$ cat config.mk
export PLATFORM = sky130hd
export DESIGN_NAME = climate_hysteresis_actuator_ctrl_flat
export DESIGN_NICKNAME = d
export VERILOG_FILES = /design/src/hdl/chac_pkg.sv /design/src/hdl/chac_if.sv /design/src/hdl/climate_hysteresis_actuator_ctrl.sv /design/src/hdl/chac_front.sv /design/src/hdl/chac_fifo.sv /design/src/hdl/chac_back.sv /design/src/flat_wrapper.sv
export SDC_FILE = /design/constraint.sdc
export NUM_CORES = 1
export LEC_CHECK = 0
export ABC_AREA = 1
export ABC_CLOCK_PERIOD_IN_PS = 15300
export BUFFER_PORTS_ARGS = -buffer_cell sky130_fd_sc_hd__clkbuf_2
export CAP_MARGIN = 10
export CORE_AREA = 10 10 229 231
export CTS_CLUSTER_SIZE = 8
export DETAILED_ROUTE_END_ITERATION = 12
export DIE_AREA = 0 0 239 241
export PLACE_DENSITY = 0.55
export SLEW_MARGIN = 25
export SYNTH_ARGS = -nofsm -noshare
export SYNTH_HDL_FRONTEND = slang
export SYNTH_SLANG_ARGS = --single-unit
$ cat constraint.sdc
create_clock -name clk_i -period 15.3 [get_ports clk_i]
set_input_delay 0 -clock clk_i [delete_from_list [all_inputs] [get_ports clk_i]]
set_output_delay 0 -clock clk_i [all_outputs]
set_load 0.1 [all_outputs]
$ cat src/hdl/chac_pkg.sv
`default_nettype none

package chac_pkg;

  // debounce counters saturate at a confirmation count of at most 15
  localparam int unsigned CNT_W = 4;
  localparam int unsigned NRULES = 5;
  localparam int unsigned FIFO_DEPTH = 4;
  localparam int unsigned CFG_IDX_W = 3;
  localparam int unsigned CFG_DATA_W = 16;
  localparam logic [7:0] SERVO_OPEN_DEG = 8'd180;
  localparam logic [7:0] SERVO_SHUT_DEG = 8'd0;

  // rule slots
  localparam int unsigned R_TEMP = 0;
  localparam int unsigned R_CO2  = 1;
  localparam int unsigned R_HUM  = 2;
  localparam int unsigned R_SOIL = 3;
  localparam int unsigned R_VENT = 4;

  typedef enum logic [2:0] {
    CFG_AUTO_ENABLED   = 3'd0,
    CFG_TEMP_HIGH      = 3'd1,
    CFG_CO2_HIGH       = 3'd2,
    CFG_HUM_HIGH       = 3'd3,
    CFG_SOIL_WET_LEVEL = 3'd4,
    CFG_SOIL_DRY_LEVEL = 3'd5,
    CFG_SOIL_RAW_MODE  = 3'd6
  } cfg_idx_e;

  typedef enum logic [2:0] {
    CMD_NONE      = 3'd0,
    CMD_FAN_FWD   = 3'd1,
    CMD_FAN_REV   = 3'd2,
    CMD_FAN_STOP  = 3'd3,
    CMD_PUMP_ON   = 3'd4,
    CMD_PUMP_OFF  = 3'd5,
    CMD_SERVO_180 = 3'd6,
    CMD_SERVO_0   = 3'd7
  } cmd_e;

  typedef enum logic [1:0] {
    FAN_STOP = 2'd0,
    FAN_FWD  = 2'd1,
    FAN_REV  = 2'd2
  } fan_e;

  typedef struct packed {
    logic               auto_enabled;
    logic signed [11:0] temp_high;
    logic [15:0]        co2_high;
    logic [9:0]         hum_high;
    logic [9:0]         soil_wet_level;
    logic [9:0]         soil_dry_level;
    logic               soil_raw_mode;
  } cfg_t;

  // one classified sample: mismatch mask (bit0 fan, bit1 pump, bit2 servo) and wanted state
  typedef struct packed {
    logic [2:0] mask;
    fan_e       fan_dir;
    logic       pump_on;
    logic       vent_open;
    logic [3:0] rules_active;
  } desc_t;

endpackage

`default_nettype wire

$ cat src/hdl/chac_if.sv
`default_nettype none

interface chac_in_if;
  logic               valid;
  logic               ready;
  logic               temp_valid;
  logic signed [11:0] temperature;
  logic               co2_valid;
  logic [15:0]        co2_ppm;
  logic               hum_valid;
  logic [9:0]         humidity;
  logic signed [10:0] soil_level;
  logic               has_data;
  logic               node_online;
  logic [1:0]         fan_reported;
  logic               pump_reported;
  logic [7:0]         servo_reported;

  modport source (
    output valid, temp_valid, temperature, co2_valid, co2_ppm, hum_valid, humidity,
           soil_level, has_data, node_online, fan_reported, pump_reported, servo_reported,
    input  ready
  );
  modport sink (
    input  valid, temp_valid, temperature, co2_valid, co2_ppm, hum_valid, humidity,
           soil_level, has_data, node_online, fan_reported, pump_reported, servo_reported,
    output ready
  );
endinterface

interface chac_out_if;
  logic       valid;
  logic       ready;
  logic [2:0] command;
  logic       last;
  logic [1:0] fan_direction;
  logic       pump_on;
  logic       vent_open;
  logic [3:0] rules_active;

  modport source (
    output valid, command, last, fan_direction, pump_on, vent_open, rules_active,
    input  ready
  );
  modport sink (
    input  valid, command, last, fan_direction, pump_on, vent_open, rules_active,
    output ready
  );
endinterface

interface chac_cfg_if;
  logic        valid;
  logic        ready;
  logic [2:0]  index;
  logic [15:0] data;

  modport source (output valid, index, data, input ready);
  modport sink (input valid, index, data, output ready);
endinterface

`default_nettype wire

$ cat src/hdl/climate_hysteresis_actuator_ctrl.sv
// Climate rule controller: each sample transaction updates five debounced hysteresis
// rules (temperature, CO2, humidity, soil, vent) in the cycle it is accepted, when
// automation is enabled and it has data, and queues the wanted fan, pump and vent state
// with the mismatches against the reported actuators. An input transaction is accepted
// every cycle while the 4-entry queue has room. The output stage emits one result per
// cycle while the sink is ready: 1 to 3 results per sample (one per mismatched actuator
// while online, else a single 'none'), last marks the final one. A sample passes through
// the queue and the output register before its first result is offered.
// Configuration writes are always ready and take effect the next cycle.
`default_nettype none

module climate_hysteresis_actuator_ctrl #(
  parameter int unsigned CONFIRM_N = 3,
  parameter int unsigned TEMP_HYST = 10,
  parameter int unsigned CO2_HYST  = 100,
  parameter int unsigned HUM_HYST  = 50,
  parameter int unsigned OVER_PCT  = 20
) (
  input  logic        clk_i,
  input  logic        rst_ni,
  chac_cfg_if.sink    cfg_i,
  chac_in_if.sink     in_i,
  chac_out_if.source  out_o
);
  import chac_pkg::*;

  cfg_t  cfg_q;
  desc_t push_desc, head;
  logic  push, pop, full, empty;

  assign cfg_i.ready = 1'b1;

  always_ff @(posedge clk_i or negedge rst_ni) begin
    if (!rst_ni) begin
      cfg_q.auto_enabled   <= 1'b1;
      cfg_q.temp_high      <= 12'sd300;
      cfg_q.co2_high       <= 16'd1000;
      cfg_q.hum_high       <= 10'd800;
      cfg_q.soil_wet_level <= 10'd400;
      cfg_q.soil_dry_level <= 10'd700;
      cfg_q.soil_raw_mode  <= 1'b1;
    end else if (cfg_i.valid) begin
      unique case (cfg_idx_e'(cfg_i.index))
        CFG_AUTO_ENABLED:   cfg_q.auto_enabled   <= cfg_i.data[0];
        CFG_TEMP_HIGH:      cfg_q.temp_high      <= cfg_i.data[11:0];
        CFG_CO2_HIGH:       cfg_q.co2_high       <= cfg_i.data[15:0];
        CFG_HUM_HIGH:       cfg_q.hum_high       <= cfg_i.data[9:0];
        CFG_SOIL_WET_LEVEL: cfg_q.soil_wet_level <= cfg_i.data[9:0];
        CFG_SOIL_DRY_LEVEL: cfg_q.soil_dry_level <= cfg_i.data[9:0];
        CFG_SOIL_RAW_MODE:  cfg_q.soil_raw_mode  <= cfg_i.data[0];
        default: ;
      endcase
    end
  end

  chac_front #(
    .CONFIRM_N(CONFIRM_N),
    .TEMP_HYST(TEMP_HYST),
    .CO2_HYST (CO2_HYST),
    .HUM_HYST (HUM_HYST),
    .OVER_PCT (OVER_PCT)
  ) u_front (
    .clk_i (clk_i),
    .rst_ni(rst_ni),
    .cfg_i (cfg_q),
    .in_i  (in_i),
    .full_i(full),
    .push_o(push),
    .desc_o(push_desc)
  );

  chac_fifo u_fifo (
    .clk_i  (clk_i),
    .rst_ni (rst_ni),
    .push_i (push),
    .desc_i (push_desc),
    .full_o (full),
    .pop_i  (pop),
    .empty_o(empty),
    .head_o (head)
  );

  chac_back u_back (
    .clk_i  (clk_i),
    .rst_ni (rst_ni),
    .empty_i(empty),
    .head_i (head),
    .pop_o  (pop),
    .out_o  (out_o)
  );

endmodule

`default_nettype wire

$ cat src/hdl/chac_front.sv
`default_nettype none

module chac_front #(
  parameter int unsigned CONFIRM_N = 3,
  parameter int unsigned TEMP_HYST = 10,
  parameter int unsigned CO2_HYST  = 100,
  parameter int unsigned HUM_HYST  = 50,
  parameter int unsigned OVER_PCT  = 20
) (
  input  logic          clk_i,
  input  logic          rst_ni,
  input  chac_pkg::cfg_t cfg_i,
  chac_in_if.sink       in_i,
  input  logic          full_i,
  output logic          push_o,
  output chac_pkg::desc_t desc_o
);
  import chac_pkg::*;

  // compare width covers 16-bit readings minus the largest hysteresis
  localparam int unsigned CW = 18;
  // product width covers a 16-bit reading times (100 + OVER_PCT)
  localparam int unsigned VW = 26;
  localparam logic [CNT_W-1:0] ConfirmCnt = CNT_W'(CONFIRM_N);
  localparam logic signed [CW-1:0] TempHystS = CW'(TEMP_HYST);
  localparam logic signed [CW-1:0] Co2HystS  = CW'(CO2_HYST);
  localparam logic signed [CW-1:0] HumHystS  = CW'(HUM_HYST);
  localparam logic signed [VW-1:0] Pct100    = VW'(100);
  localparam logic signed [VW-1:0] PctOver   = VW'(100 + OVER_PCT);

  logic [CNT_W-1:0] over_cnt_q [NRULES];
  logic [CNT_W-1:0] over_cnt_d [NRULES];
  logic [CNT_W-1:0] safe_cnt_q [NRULES];
  logic [CNT_W-1:0] safe_cnt_d [NRULES];
  logic [NRULES-1:0] flag_q, flag_d;
  logic [NRULES-1:0] over, safe;

  logic accept, upd, emit;
  logic signed [CW-1:0] t_s, c_s, h_s, th_s, ch_s, hh_s;
  logic signed [CW-1:0] dry_s, wet_s;
  logic signed [10:0] soil_s;
  logic signed [VW-1:0] t_x, c_x, h_x, th_x, ch_x, hh_x;
  logic vo_t, vo_c, vo_h;
  fan_e fan;

  assign accept = in_i.valid && !full_i;
  assign in_i.ready = !full_i;
  assign upd = cfg_i.auto_enabled && in_i.has_data;
  assign emit = upd && in_i.node_online;

  assign t_s  = CW'(in_i.temperature);
  assign c_s  = CW'(signed'({1'b0, in_i.co2_ppm}));
  assign h_s  = CW'(signed'({1'b0, in_i.humidity}));
  assign th_s = CW'(cfg_i.temp_high);
  assign ch_s = CW'(signed'({1'b0, cfg_i.co2_high}));
  assign hh_s = CW'(signed'({1'b0, cfg_i.hum_high}));
  assign dry_s = CW'(signed'({1'b0, cfg_i.soil_dry_level}));
  assign wet_s = CW'(signed'({1'b0, cfg_i.soil_wet_level}));
  assign soil_s = in_i.soil_level;

  // vent threshold scaled by (100 + OVER_PCT) percent, compared exactly
  assign t_x  = VW'(t_s) * Pct100;
  assign c_x  = VW'(c_s) * Pct100;
  assign h_x  = VW'(h_s) * Pct100;
  assign th_x = VW'(th_s) * PctOver;
  assign ch_x = VW'(ch_s) * PctOver;
  assign hh_x = VW'(hh_s) * PctOver;

  assign vo_t = in_i.temp_valid && (t_s >= th_s) && (t_x >= th_x);
  assign vo_c = in_i.co2_valid && (c_s >= ch_s) && (c_x >= ch_x);
  assign vo_h = in_i.hum_valid && (h_s >= hh_s) && (h_x >= hh_x);

  always_comb begin
    over[R_TEMP] = in_i.temp_valid && (t_s >= th_s);
    safe[R_TEMP] = in_i.temp_valid && (t_s <= th_s - TempHystS);
    over[R_CO2]  = in_i.co2_valid && (c_s >= ch_s);
    safe[R_CO2]  = in_i.co2_valid && (c_s <= ch_s - Co2HystS);
    over[R_HUM]  = in_i.hum_valid && (h_s >= hh_s);
    safe[R_HUM]  = in_i.hum_valid && (h_s <= hh_s - HumHystS);
    if (cfg_i.soil_raw_mode) begin
      over[R_SOIL] = !soil_s[10] && (CW'(soil_s) >= dry_s);
      safe[R_SOIL] = !soil_s[10] && (CW'(soil_s) <= wet_s);
    end else begin
      // two-state sensor: zero reads dry, one reads wet
      over[R_SOIL] = (soil_s == 11'sd0);
      safe[R_SOIL] = (soil_s == 11'sd1);
    end
    over[R_VENT] = vo_t || vo_c || vo_h;
    safe[R_VENT] = (!in_i.temp_valid || t_s <= th_s) && (!in_i.co2_valid || c_s <= ch_s) &&
                   (!in_i.hum_valid || h_s <= hh_s);
  end

  always_comb begin
    for (int k = 0; k < NRULES; k++) begin
      over_cnt_d[k] = over_cnt_q[k];
      safe_cnt_d[k] = safe_cnt_q[k];
      flag_d[k]     = flag_q[k];
      if (upd && (over[k] || safe[k])) begin
        if (over[k]) begin
          if (over_cnt_q[k] < ConfirmCnt) begin
            over_cnt_d[k] = over_cnt_q[k] + CNT_W'(1);
          end
          safe_cnt_d[k] = '0;
        end else begin
          if (safe_cnt_q[k] < ConfirmCnt) begin
            safe_cnt_d[k] = safe_cnt_q[k] + CNT_W'(1);
          end
          over_cnt_d[k] = '0;
        end
        if (!flag_q[k] && over_cnt_d[k] >= ConfirmCnt) begin
          flag_d[k] = 1'b1;
        end else if (flag_q[k] && safe_cnt_d[k] >= ConfirmCnt) begin
          flag_d[k] = 1'b0;
        end
      end
    end
  end

  always_ff @(posedge clk_i or negedge rst_ni) begin
    if (!rst_ni) begin
      for (int k = 0; k < NRULES; k++) begin
        over_cnt_q[k] <= '0;
        safe_cnt_q[k] <= '0;
      end
      flag_q <= '0;
    end else if (accept) begin
      for (int k = 0; k < NRULES; k++) begin
        over_cnt_q[k] <= over_cnt_d[k];
        safe_cnt_q[k] <= safe_cnt_d[k];
      end
      flag_q <= flag_d;
    end
  end

  // cooling wins over dehumidifying
  always_comb begin
    if (flag_d[R_TEMP] || flag_d[R_CO2]) begin
      fan = FAN_FWD;
    end else if (flag_d[R_HUM]) begin
      fan = FAN_REV;
    end else begin
      fan = FAN_STOP;
    end
  end

  always_comb begin
    desc_o.fan_dir      = fan;
    desc_o.pump_on      = flag_d[R_SOIL];
    desc_o.vent_open    = flag_d[R_VENT];
    desc_o.rules_active = flag_d[R_SOIL:R_TEMP];
    desc_o.mask[0] = emit && (in_i.fan_reported != fan);
    desc_o.mask[1] = emit && (in_i.pump_reported != flag_d[R_SOIL]);
    desc_o.mask[2] = emit &&
                     (in_i.servo_reported != (flag_d[R_VENT] ? SERVO_OPEN_DEG : SERVO_SHUT_DEG));
  end

  assign push_o = accept;

endmodule

`default_nettype wire

$ cat src/hdl/chac_fifo.sv
`default_nettype none

module chac_fifo (
  input  logic            clk_i,
  input  logic            rst_ni,
  input  logic            push_i,
  input  chac_pkg::desc_t desc_i,
  output logic            full_o,
  input  logic            pop_i,
  output logic            empty_o,
  output chac_pkg::desc_t head_o
);
  import chac_pkg::*;

  localparam int unsigned PtrW = $clog2(FIFO_DEPTH);

  desc_t mem_q [FIFO_DEPTH];
  logic [PtrW-1:0] wr_ptr_q, rd_ptr_q;
  logic [PtrW:0] count_q, count_d;

  assign full_o  = (count_q == (PtrW+1)'(FIFO_DEPTH));
  assign empty_o = (count_q == '0);
  assign head_o  = mem_q[rd_ptr_q];

  always_comb begin
    count_d = count_q;
    if (push_i && !pop_i) begin
      count_d = count_q + (PtrW+1)'(1);
    end else if (pop_i && !push_i) begin
      count_d = count_q - (PtrW+1)'(1);
    end
  end

  always_ff @(posedge clk_i or negedge rst_ni) begin
    if (!rst_ni) begin
      wr_ptr_q <= '0;
      rd_ptr_q <= '0;
      count_q  <= '0;
    end else begin
      count_q <= count_d;
      if (push_i) begin
        wr_ptr_q <= wr_ptr_q + PtrW'(1);
      end
      if (pop_i) begin
        rd_ptr_q <= rd_ptr_q + PtrW'(1);
      end
    end
  end

  always_ff @(posedge clk_i) begin
    if (push_i) begin
      mem_q[wr_ptr_q] <= desc_i;
    end
  end

endmodule

`default_nettype wire

$ cat src/hdl/chac_back.sv
`default_nettype none

module chac_back (
  input  logic            clk_i,
  input  logic            rst_ni,
  input  logic            empty_i,
  input  chac_pkg::desc_t head_i,
  output logic            pop_o,
  chac_out_if.source      out_o
);
  import chac_pkg::*;

  logic [2:0] done_q;
  logic [2:0] left, sel;
  logic       last, load;
  logic       valid_q;
  cmd_e       cmd;

  logic [2:0] cmd_q;
  logic       last_q;
  logic [1:0] fan_q;
  logic       pump_q, vent_q;
  logic [3:0] act_q;

  // commands still owed for the head entry, issued fan, pump, servo
  assign left = head_i.mask & ~done_q;
  assign sel  = left & (~left + 3'd1);
  assign last = ((left & (left - 3'd1)) == 3'b000);
  assign load = !empty_i && (!valid_q || out_o.ready);
  assign pop_o = load && last;

  always_comb begin
    priority if (sel[0]) begin
      unique case (head_i.fan_dir)
        FAN_FWD: cmd = CMD_FAN_FWD;
        FAN_REV: cmd = CMD_FAN_REV;
        default: cmd = CMD_FAN_STOP;
      endcase
    end else if (sel[1]) begin
      cmd = head_i.pump_on ? CMD_PUMP_ON : CMD_PUMP_OFF;
    end else if (sel[2]) begin
      cmd = head_i.vent_open ? CMD_SERVO_180 : CMD_SERVO_0;
    end else begin
      cmd = CMD_NONE;
    end
  end

  always_ff @(posedge clk_i or negedge rst_ni) begin
    if (!rst_ni) begin
      valid_q <= 1'b0;
      done_q  <= '0;
    end else begin
      if (load) begin
        valid_q <= 1'b1;
        done_q  <= last ? 3'b000 : (done_q | sel);
      end else if (out_o.ready) begin
        valid_q <= 1'b0;
      end
    end
  end

  always_ff @(posedge clk_i) begin
    if (load) begin
      cmd_q  <= cmd;
      last_q <= last;
      fan_q  <= head_i.fan_dir;
      pump_q <= head_i.pump_on;
      vent_q <= head_i.vent_open;
      act_q  <= head_i.rules_active;
    end
  end

  assign out_o.valid         = valid_q;
  assign out_o.command       = cmd_q;
  assign out_o.last          = last_q;
  assign out_o.fan_direction = fan_q;
  assign out_o.pump_on       = pump_q;
  assign out_o.vent_open     = vent_q;
  assign out_o.rules_active  = act_q;

endmodule

`default_nettype wire

$ cat src/flat_wrapper.sv
// flat-port wrapper written by rule: the top's interface ports become plain ports
module climate_hysteresis_actuator_ctrl_flat import chac_pkg::*;
#(
  parameter int unsigned CONFIRM_N = 3,
  parameter int unsigned TEMP_HYST = 10,
  parameter int unsigned CO2_HYST  = 100,
  parameter int unsigned HUM_HYST  = 50,
  parameter int unsigned OVER_PCT  = 20
)
  (clk_i, rst_ni, cfg_i_valid, cfg_i_index, cfg_i_data, cfg_i_ready, in_i_valid, in_i_temp_valid, in_i_temperature, in_i_co2_valid, in_i_co2_ppm, in_i_hum_valid, in_i_humidity, in_i_soil_level, in_i_has_data, in_i_node_online, in_i_fan_reported, in_i_pump_reported, in_i_servo_reported, in_i_ready, out_o_valid, out_o_command, out_o_last, out_o_fan_direction, out_o_pump_on, out_o_vent_open, out_o_rules_active, out_o_ready);
  chac_cfg_if cfg_i_i ();
  chac_in_if in_i_i ();
  chac_out_if out_o_i ();
  input  logic clk_i;
  input  logic rst_ni;
  input wire logic [$bits(cfg_i_i.valid)-1:0] cfg_i_valid;
  input wire logic [$bits(cfg_i_i.index)-1:0] cfg_i_index;
  input wire logic [$bits(cfg_i_i.data)-1:0] cfg_i_data;
  output wire logic [$bits(cfg_i_i.ready)-1:0] cfg_i_ready;
  input wire logic [$bits(in_i_i.valid)-1:0] in_i_valid;
  input wire logic [$bits(in_i_i.temp_valid)-1:0] in_i_temp_valid;
  input wire logic [$bits(in_i_i.temperature)-1:0] in_i_temperature;
  input wire logic [$bits(in_i_i.co2_valid)-1:0] in_i_co2_valid;
  input wire logic [$bits(in_i_i.co2_ppm)-1:0] in_i_co2_ppm;
  input wire logic [$bits(in_i_i.hum_valid)-1:0] in_i_hum_valid;
  input wire logic [$bits(in_i_i.humidity)-1:0] in_i_humidity;
  input wire logic [$bits(in_i_i.soil_level)-1:0] in_i_soil_level;
  input wire logic [$bits(in_i_i.has_data)-1:0] in_i_has_data;
  input wire logic [$bits(in_i_i.node_online)-1:0] in_i_node_online;
  input wire logic [$bits(in_i_i.fan_reported)-1:0] in_i_fan_reported;
  input wire logic [$bits(in_i_i.pump_reported)-1:0] in_i_pump_reported;
  input wire logic [$bits(in_i_i.servo_reported)-1:0] in_i_servo_reported;
  output wire logic [$bits(in_i_i.ready)-1:0] in_i_ready;
  output wire logic [$bits(out_o_i.valid)-1:0] out_o_valid;
  output wire logic [$bits(out_o_i.command)-1:0] out_o_command;
  output wire logic [$bits(out_o_i.last)-1:0] out_o_last;
  output wire logic [$bits(out_o_i.fan_direction)-1:0] out_o_fan_direction;
  output wire logic [$bits(out_o_i.pump_on)-1:0] out_o_pump_on;
  output wire logic [$bits(out_o_i.vent_open)-1:0] out_o_vent_open;
  output wire logic [$bits(out_o_i.rules_active)-1:0] out_o_rules_active;
  input wire logic [$bits(out_o_i.ready)-1:0] out_o_ready;
  assign cfg_i_i.valid = cfg_i_valid;
  assign cfg_i_i.index = cfg_i_index;
  assign cfg_i_i.data = cfg_i_data;
  assign cfg_i_ready = cfg_i_i.ready;
  assign in_i_i.valid = in_i_valid;
  assign in_i_i.temp_valid = in_i_temp_valid;
  assign in_i_i.temperature = in_i_temperature;
  assign in_i_i.co2_valid = in_i_co2_valid;
  assign in_i_i.co2_ppm = in_i_co2_ppm;
  assign in_i_i.hum_valid = in_i_hum_valid;
  assign in_i_i.humidity = in_i_humidity;
  assign in_i_i.soil_level = in_i_soil_level;
  assign in_i_i.has_data = in_i_has_data;
  assign in_i_i.node_online = in_i_node_online;
  assign in_i_i.fan_reported = in_i_fan_reported;
  assign in_i_i.pump_reported = in_i_pump_reported;
  assign in_i_i.servo_reported = in_i_servo_reported;
  assign in_i_ready = in_i_i.ready;
  assign out_o_valid = out_o_i.valid;
  assign out_o_command = out_o_i.command;
  assign out_o_last = out_o_i.last;
  assign out_o_fan_direction = out_o_i.fan_direction;
  assign out_o_pump_on = out_o_i.pump_on;
  assign out_o_vent_open = out_o_i.vent_open;
  assign out_o_rules_active = out_o_i.rules_active;
  assign out_o_i.ready = out_o_ready;
  climate_hysteresis_actuator_ctrl #(.CONFIRM_N(CONFIRM_N), .TEMP_HYST(TEMP_HYST), .CO2_HYST(CO2_HYST), .HUM_HYST(HUM_HYST), .OVER_PCT(OVER_PCT)) u_core (.clk_i(clk_i), .rst_ni(rst_ni), .cfg_i(cfg_i_i), .in_i(in_i_i), .out_o(out_o_i));
endmodule
# Word level (Yosys, flattened, before mapping)
# Memory sizes are Yosys's and may differ from the RTL's.
# Cells that the tools add are included.
# W data, S select, Z words.
[classes]
addsub = 19
eq_ne = 13
order_cmp = 34
multipliers = 6
n_mux = 63
reduce_logical = 82
bitwise_logic = 6
[op_table]
columns = ["cell", "count"]
rows = [
  ["$mux W4", 30],
  ["$add A4 B1 Y4 const B", 10],
  ["$ge A4 B2 Y1 const B", 10],
  ["$lt A4 B2 Y1 const B", 10],
  ["$logic_and A1 B1 Y1", 38],
  ["$reduce_and A2 Y1", 12],
  ["$ge A23 B23 Y1", 1],
  ["$mux W1", 23],
  ["$le A11 B11 Y1", 2],
  ["$mul A16 B5 Y21 const B", 1],
  ["$ge A20 B20 Y1", 1],
  ["$mul A16 B4 Y20 const B", 1],
  ["$mul A12 B6 Y18 const B", 1],
  ["$mux W3", 6],
  ["$ge A17 B17 Y1", 1],
  ["$le A17 B17 Y1", 1],
  ["$mul A12 B5 Y17 const B", 1],
  ["$sub A16 B7 Y17 const B", 1],
  ["$ge A16 B16 Y1", 1],
  ["$le A16 B16 Y1", 1],
  ["$mul A10 B5 Y15 const B", 1],
  ["$logic_not A1 Y1", 14],
  ["$mul A10 B4 Y14 const B", 1],
  ["$le A12 B13 Y1", 1],
  ["other kinds (29)", 54],
]
[totals]
elab_cells = 253
ram_bits = 44
out_inout_bits = 15
n_memories = 1
ff_bits = 128
[memory_table]
columns = ["memory", "words", "width", "read_ports", "rd_ports_with_merged_regs", "wr", "line_no", "source"]
rows = [
  ["u_core.u_fifo.mem_q", 4, 11, 1, 0, 1, "chac_fifo.sv:17", "desc_t mem_q [FIFO_DEPTH];"],
]

# Longest topological paths before layout
[depth]
word_depth = 16
depth_mapped = 41

# By module
# From an unflattened synthesis, not the netlist that was laid out.
[hier_totals]
cells_unflattened = 2377
area_unflattened_um2 = 19515.0
[modules_own_cells]
columns = ["module", "seq_area_each_um2", "cells_per_inst", "area_per_inst_um2", "instances"]
rows = [
  ["chac_front", 1126.1, 1869, 14232.4, 1],
  ["climate_hysteresis_actuator_ctrl", 1531.5, 274, 2439.8, 1],
  ["chac_fifo", 1496.4, 176, 2182.1, 1],
  ["chac_back", 460.4, 58, 660.6, 1],
]

# Least setup slack after synthesis
# Ideal clock, no wire load.
[synth_path]
kind = "register to register"
startpoint = "register u_core.cfg_q[49] in the netlist's numbering"
endpoint = "memory u_core.u_fifo.mem_q[0][10] in the netlist's numbering (data pin)"
t_required_ps = 15043
t_arrival_ps = 5119
slack_ps = 9924
setup_ps = 257
stages_incl_launch_ff = 39
period_less_slack_ps = 5376
cell_sequence = "dfstp_2 -> inv_1 -> ha_1 -> inv_1 -> fa_1 -> inv_1 -> fa_1 -> inv_1 -> ha_1 -> a21oi_1 -> o21ai_1 -> nand2_1 -> nand2_1 -> a21oi_1 -> o21ai_1 -> a21o_1 -> a21oi_1 -> o21ai_0 -> [... 3 more ...] -> nand2_1 -> ha_1 -> nand2_1 -> nor2_1 -> a21boi_0 -> nor2_1 -> nand4_1 -> nand3_1 -> nand2_2 -> nand2_2 -> o21ai_4 -> inv_2 -> nand2_1 -> nand3_1 -> nand2_1 -> nand3_1 -> nand2_1 -> inv_1"
[synth_rtl]
columns = ["element", "line_no", "source"]
rows = [
  ["start: declaration", "climate_hysteresis_actuator_ctrl.sv:27", "cfg_t cfg_q;"],
  ["end: declaration", "chac_fifo.sv:17", ""],
]

==> flow_summary_export.csv <==
group,metric,value,unit
run_status,status,"finished, final reports clean",
cts,path_clk_slew,0.07,ns
floorplan,die_h,241,µm
cts,cts_resized,0,
logic_synthesis,synth_cell_types,57,
timing,period_share,39.7,%
placement,place_hpwl,37300,µm
finish,diodes,0,
grt,track_usage,16.1,%
logic_synthesis,synth-edff-count,51,
finish,stdcell_count,3049,
logic_synthesis,ys_warn_count,0,
timing,setup_violations,0,
timing,finalMaxSlewViolations,0,
cts,cts_tree,"built",
logic_synthesis,synthesis.nets,2876,
cts,clockBufferDepth,2,
cts,cts-root-buf,"clkbuf_16",
logic_synthesis,syn_avg_cell_area,8.25,µm²
route,drt-initial-drc-count,808,
setup_path,cp_max_fo,6,
setup_path,arrival,6.26,ns
timing,finalClockSkew,0.0144,ns
pwr,ir_drop,139,µV
logic_synthesis,synth-async-reset-ratio,69.5,%
job,cap_violations,0,
logic_synthesis,ys_ff_latch,167,
setup_path,slowest_stage,"dfstp_2",
logic_synthesis,synth.top_cells.by_area,"ha_1, dfrtp_1, fa_1",
logic_synthesis,ys_seq_area_share,23.5,%
finish,layout.nets,2993,
floorplan,initial_core_util,40.0,%
logic_synthesis,synth_commonest_cells,"inv_1, nand2_1, ha_1, a21oi_1, o21ai_0",
hold_path,worstHoldPathType,"in -> reg",
timing,slew_headroom,36.4,%
finish,area_delta_synth_final,10.4,%
floorplan,rows,80,
timing,rsz0062_at_grt,"false",
route,wl_met2,20600,µm
finish,postLayoutCoreUtil,44.1,%
route,wl_per_cell,14.7,µm
finish,drive_gt1_share,8.34,%
grt,grt_pass1_vias,15089,
grt,overflow,0,
grt,grt_pass1_wl,75000,µm
logic_synthesis,synth_top_area_share,25.8,%
route,vias,14868,
setup_path,path_common_cell,"nand2_1",
route,drc,0,
timing,setup_tns,0,ns
placement,dp_cells,3001,
cts,clkSinkCount,167,
setup_path,critPathKind,"reg -> reg",
pwr,p_total,4.02,mW
route,wl,44800,µm
timing,tightest_slew,0.951,ns
timing,min_period,6.07,ns
grt,antenna_found_initial,4,
route,vias_per_cell,4.88,
setup_path,critPathMaxStageDelay,0.60,ns
route,m1WireLength,21300,µm
logic_synthesis,yosys.area.top_type,"ha_1",
grt,grt_max_degree,63,
floorplan,die_x,239,µm
timing,fmax,0.165,GHz
route,wl_met3,1930,µm
timing,hold_violations,0,
setup_path,cp-start-kind,"flip-flop",
route,top_layer_used,"met5",
finish,nFillCells,4778,
route,firstDrtPassIters,5,
floorplan,num_io_pins,104,
pwr,powerDensity,192,mW/mm²
setup_path,crit_path_end_kind,"flip-flop",
timing,hold_slack,0.00883,ns
logic_synthesis,synthMostInstantiatedCell,"inv_1",
placement,port_buffers,102,
cts,cts-buffers-inserted,17,
logic_synthesis,synth_flop_cell,"dfrtp_1",
cts,clock_latency,0.44,ns
placement,routabilityCongestion,0.844,
pwr,leakage,11.3,nW
floorplan,die_area,0.0576,mm²
setup_path,worstPathRequired,15.48,ns
cts,htreeDepth,4,
logic_synthesis,syn_area,0.0190,mm²
route,drtAntennaViolNets,0,
logic_synthesis,synthCells,2304,
floorplan,coreArea,0.0475,mm²
-- final timing paths --
kind	startpoint	end	slack, ns	depth (start not counted)
setup / recovery	u_core.cfg_q[34]	u_core.u_fifo.mem_q[1][10]	9.23	37
hold / removal	cfg_i_data[9]	u_core.cfg_q[20]	0.009	3
setup reg to reg	u_core.cfg_q[34]	u_core.u_fifo.mem_q[1][10]	9.23	37
hold reg to reg	u_core.u_front.safe_cnt_q[6]	u_core.u_front.safe_cnt_q[6]	0.47	2
max in group asynchronous	rst_ni	u_core.cfg_q[35]	13.83	3
min in group asynchronous	rst_ni	u_core.u_back.done_q[1]	0.22	2
-- registers in the layout, summed over array words and instances, names as in the netlist, 2 cells and up --
| register | flops |
|---|---|
| u_core.u_fifo.wr_ptr_q | 2 |
| u_core.u_front.safe_cnt_q | 20 |
| u_core.cfg_q | 60 |
| u_core.u_fifo.count_q | 3 |
| u_core.u_back.out_o.fan_direction | 2 |
| u_core.u_fifo.mem_q | 40 |
| u_core.u_back.done_q | 3 |
| u_core.u_back.out_o.rules_active | 3 |
| u_core.u_back.out_o.command | 3 |
| u_core.u_front.flag_q | 5 |
| u_core.u_front.over_cnt_q | 20 |
| u_core.u_fifo.rd_ptr_q | 2 |
-- power breakdown --
part	internal, mW	switching, mW
clock	0.249	0.193
sequential	0.614	0.103
combinational	1.11	1.75
-- cells in the final DEF (no fill, tap or decap), types with 5 or more instances in the layout --
cell type / count
nand4_1: 35
fa_1: 91
nor3_1: 10
ha_1: 392
a31oi_1: 5
inv_1: 440
clkbuf_2: 101
nand3_1: 67
edfxtp_1: 51
o21ai_1: 13
inv_6: 6
dfstp_2: 24
nor2_1: 135
nor4_1: 6
a21oi_1: 143
nand2_1: 409
nand2_2: 10
clkbuf_16: 17
xnor2_1: 31
xor2_1: 91
dlygate4sd3_1: 16
o22ai_1: 12
o21ai_0: 143
nor2_2: 6
a21o_1: 6
o21bai_1: 11
or2_2: 5
dfrtp_1: 92
-- what timing repair did --
item / 4_1_cts / 5_1_grt
buffers inserted: 0 / 0
hold buffers: 16 / 0
hold endpoints to repair: 68 / 0
-- routing by layer --
| layer | global-route usage, % | vias to the layer above |
|---|---|---|
| li1 | - | 7711 |
| met1 | 20.9 | 6860 |
| met2 | 26.9 | 244 |
| met3 | 2.92 | 45 |
| met4 | 4.07 | 8 |
| met5 | 0 | - |
-- cell type report --
type | count | area (µm²) | area share [%]
Inverter | 446 | 1670 | 7.98
Clock inverter | 14 | 163 | 0.775
Clock buffer | 18 | 439 | 2.09
Multi-Input combinational cell | 1668 | 12800 | 60.9
Timing Repair Buffer | 121 | 696 | 3.32
Sequential cell | 167 | 4460 | 21.3
Tap cell | 615 | 769 | 3.67
-- cell families after synthesis --
logic type / Yosys count / share of synthesized area, %
adders and majority gates: 483 / 35.4
other: 1 / 0.0197
xor gates and xnor gates: 122 / 5.62
AOI/OAI and AO/OA: 366 / 10.8
buffers and inverters: 469 / 9.34
DFF: 167 / 23.5
and+or+nand+nor: 696 / 15.4
-- stage by stage --
step | setup slack [ns] | cell area [µm²]
6_report | 9.23 | 21000
2_1_floorplan | 9.92 | 19000
3_3_place_gp | 9.38 | 20200
5_1_grt | 8.62 | 21000
4_1_cts | 9.23 | 21000
3_5_place_dp | 9.26 | 20200
-- critical path: cells and delay by family (launching register included) --
kind / cells / cell delay (ns)
compound gates: 8 / 1.31
simple gates: 20 / 1.81
flops: 1 / 0.60
xor+xnor: 1 / 0.16
fa+ha+maj: 4 / 1.65
buf+inv: 4 / 0.29
Power figures use the tool's default switching activity.
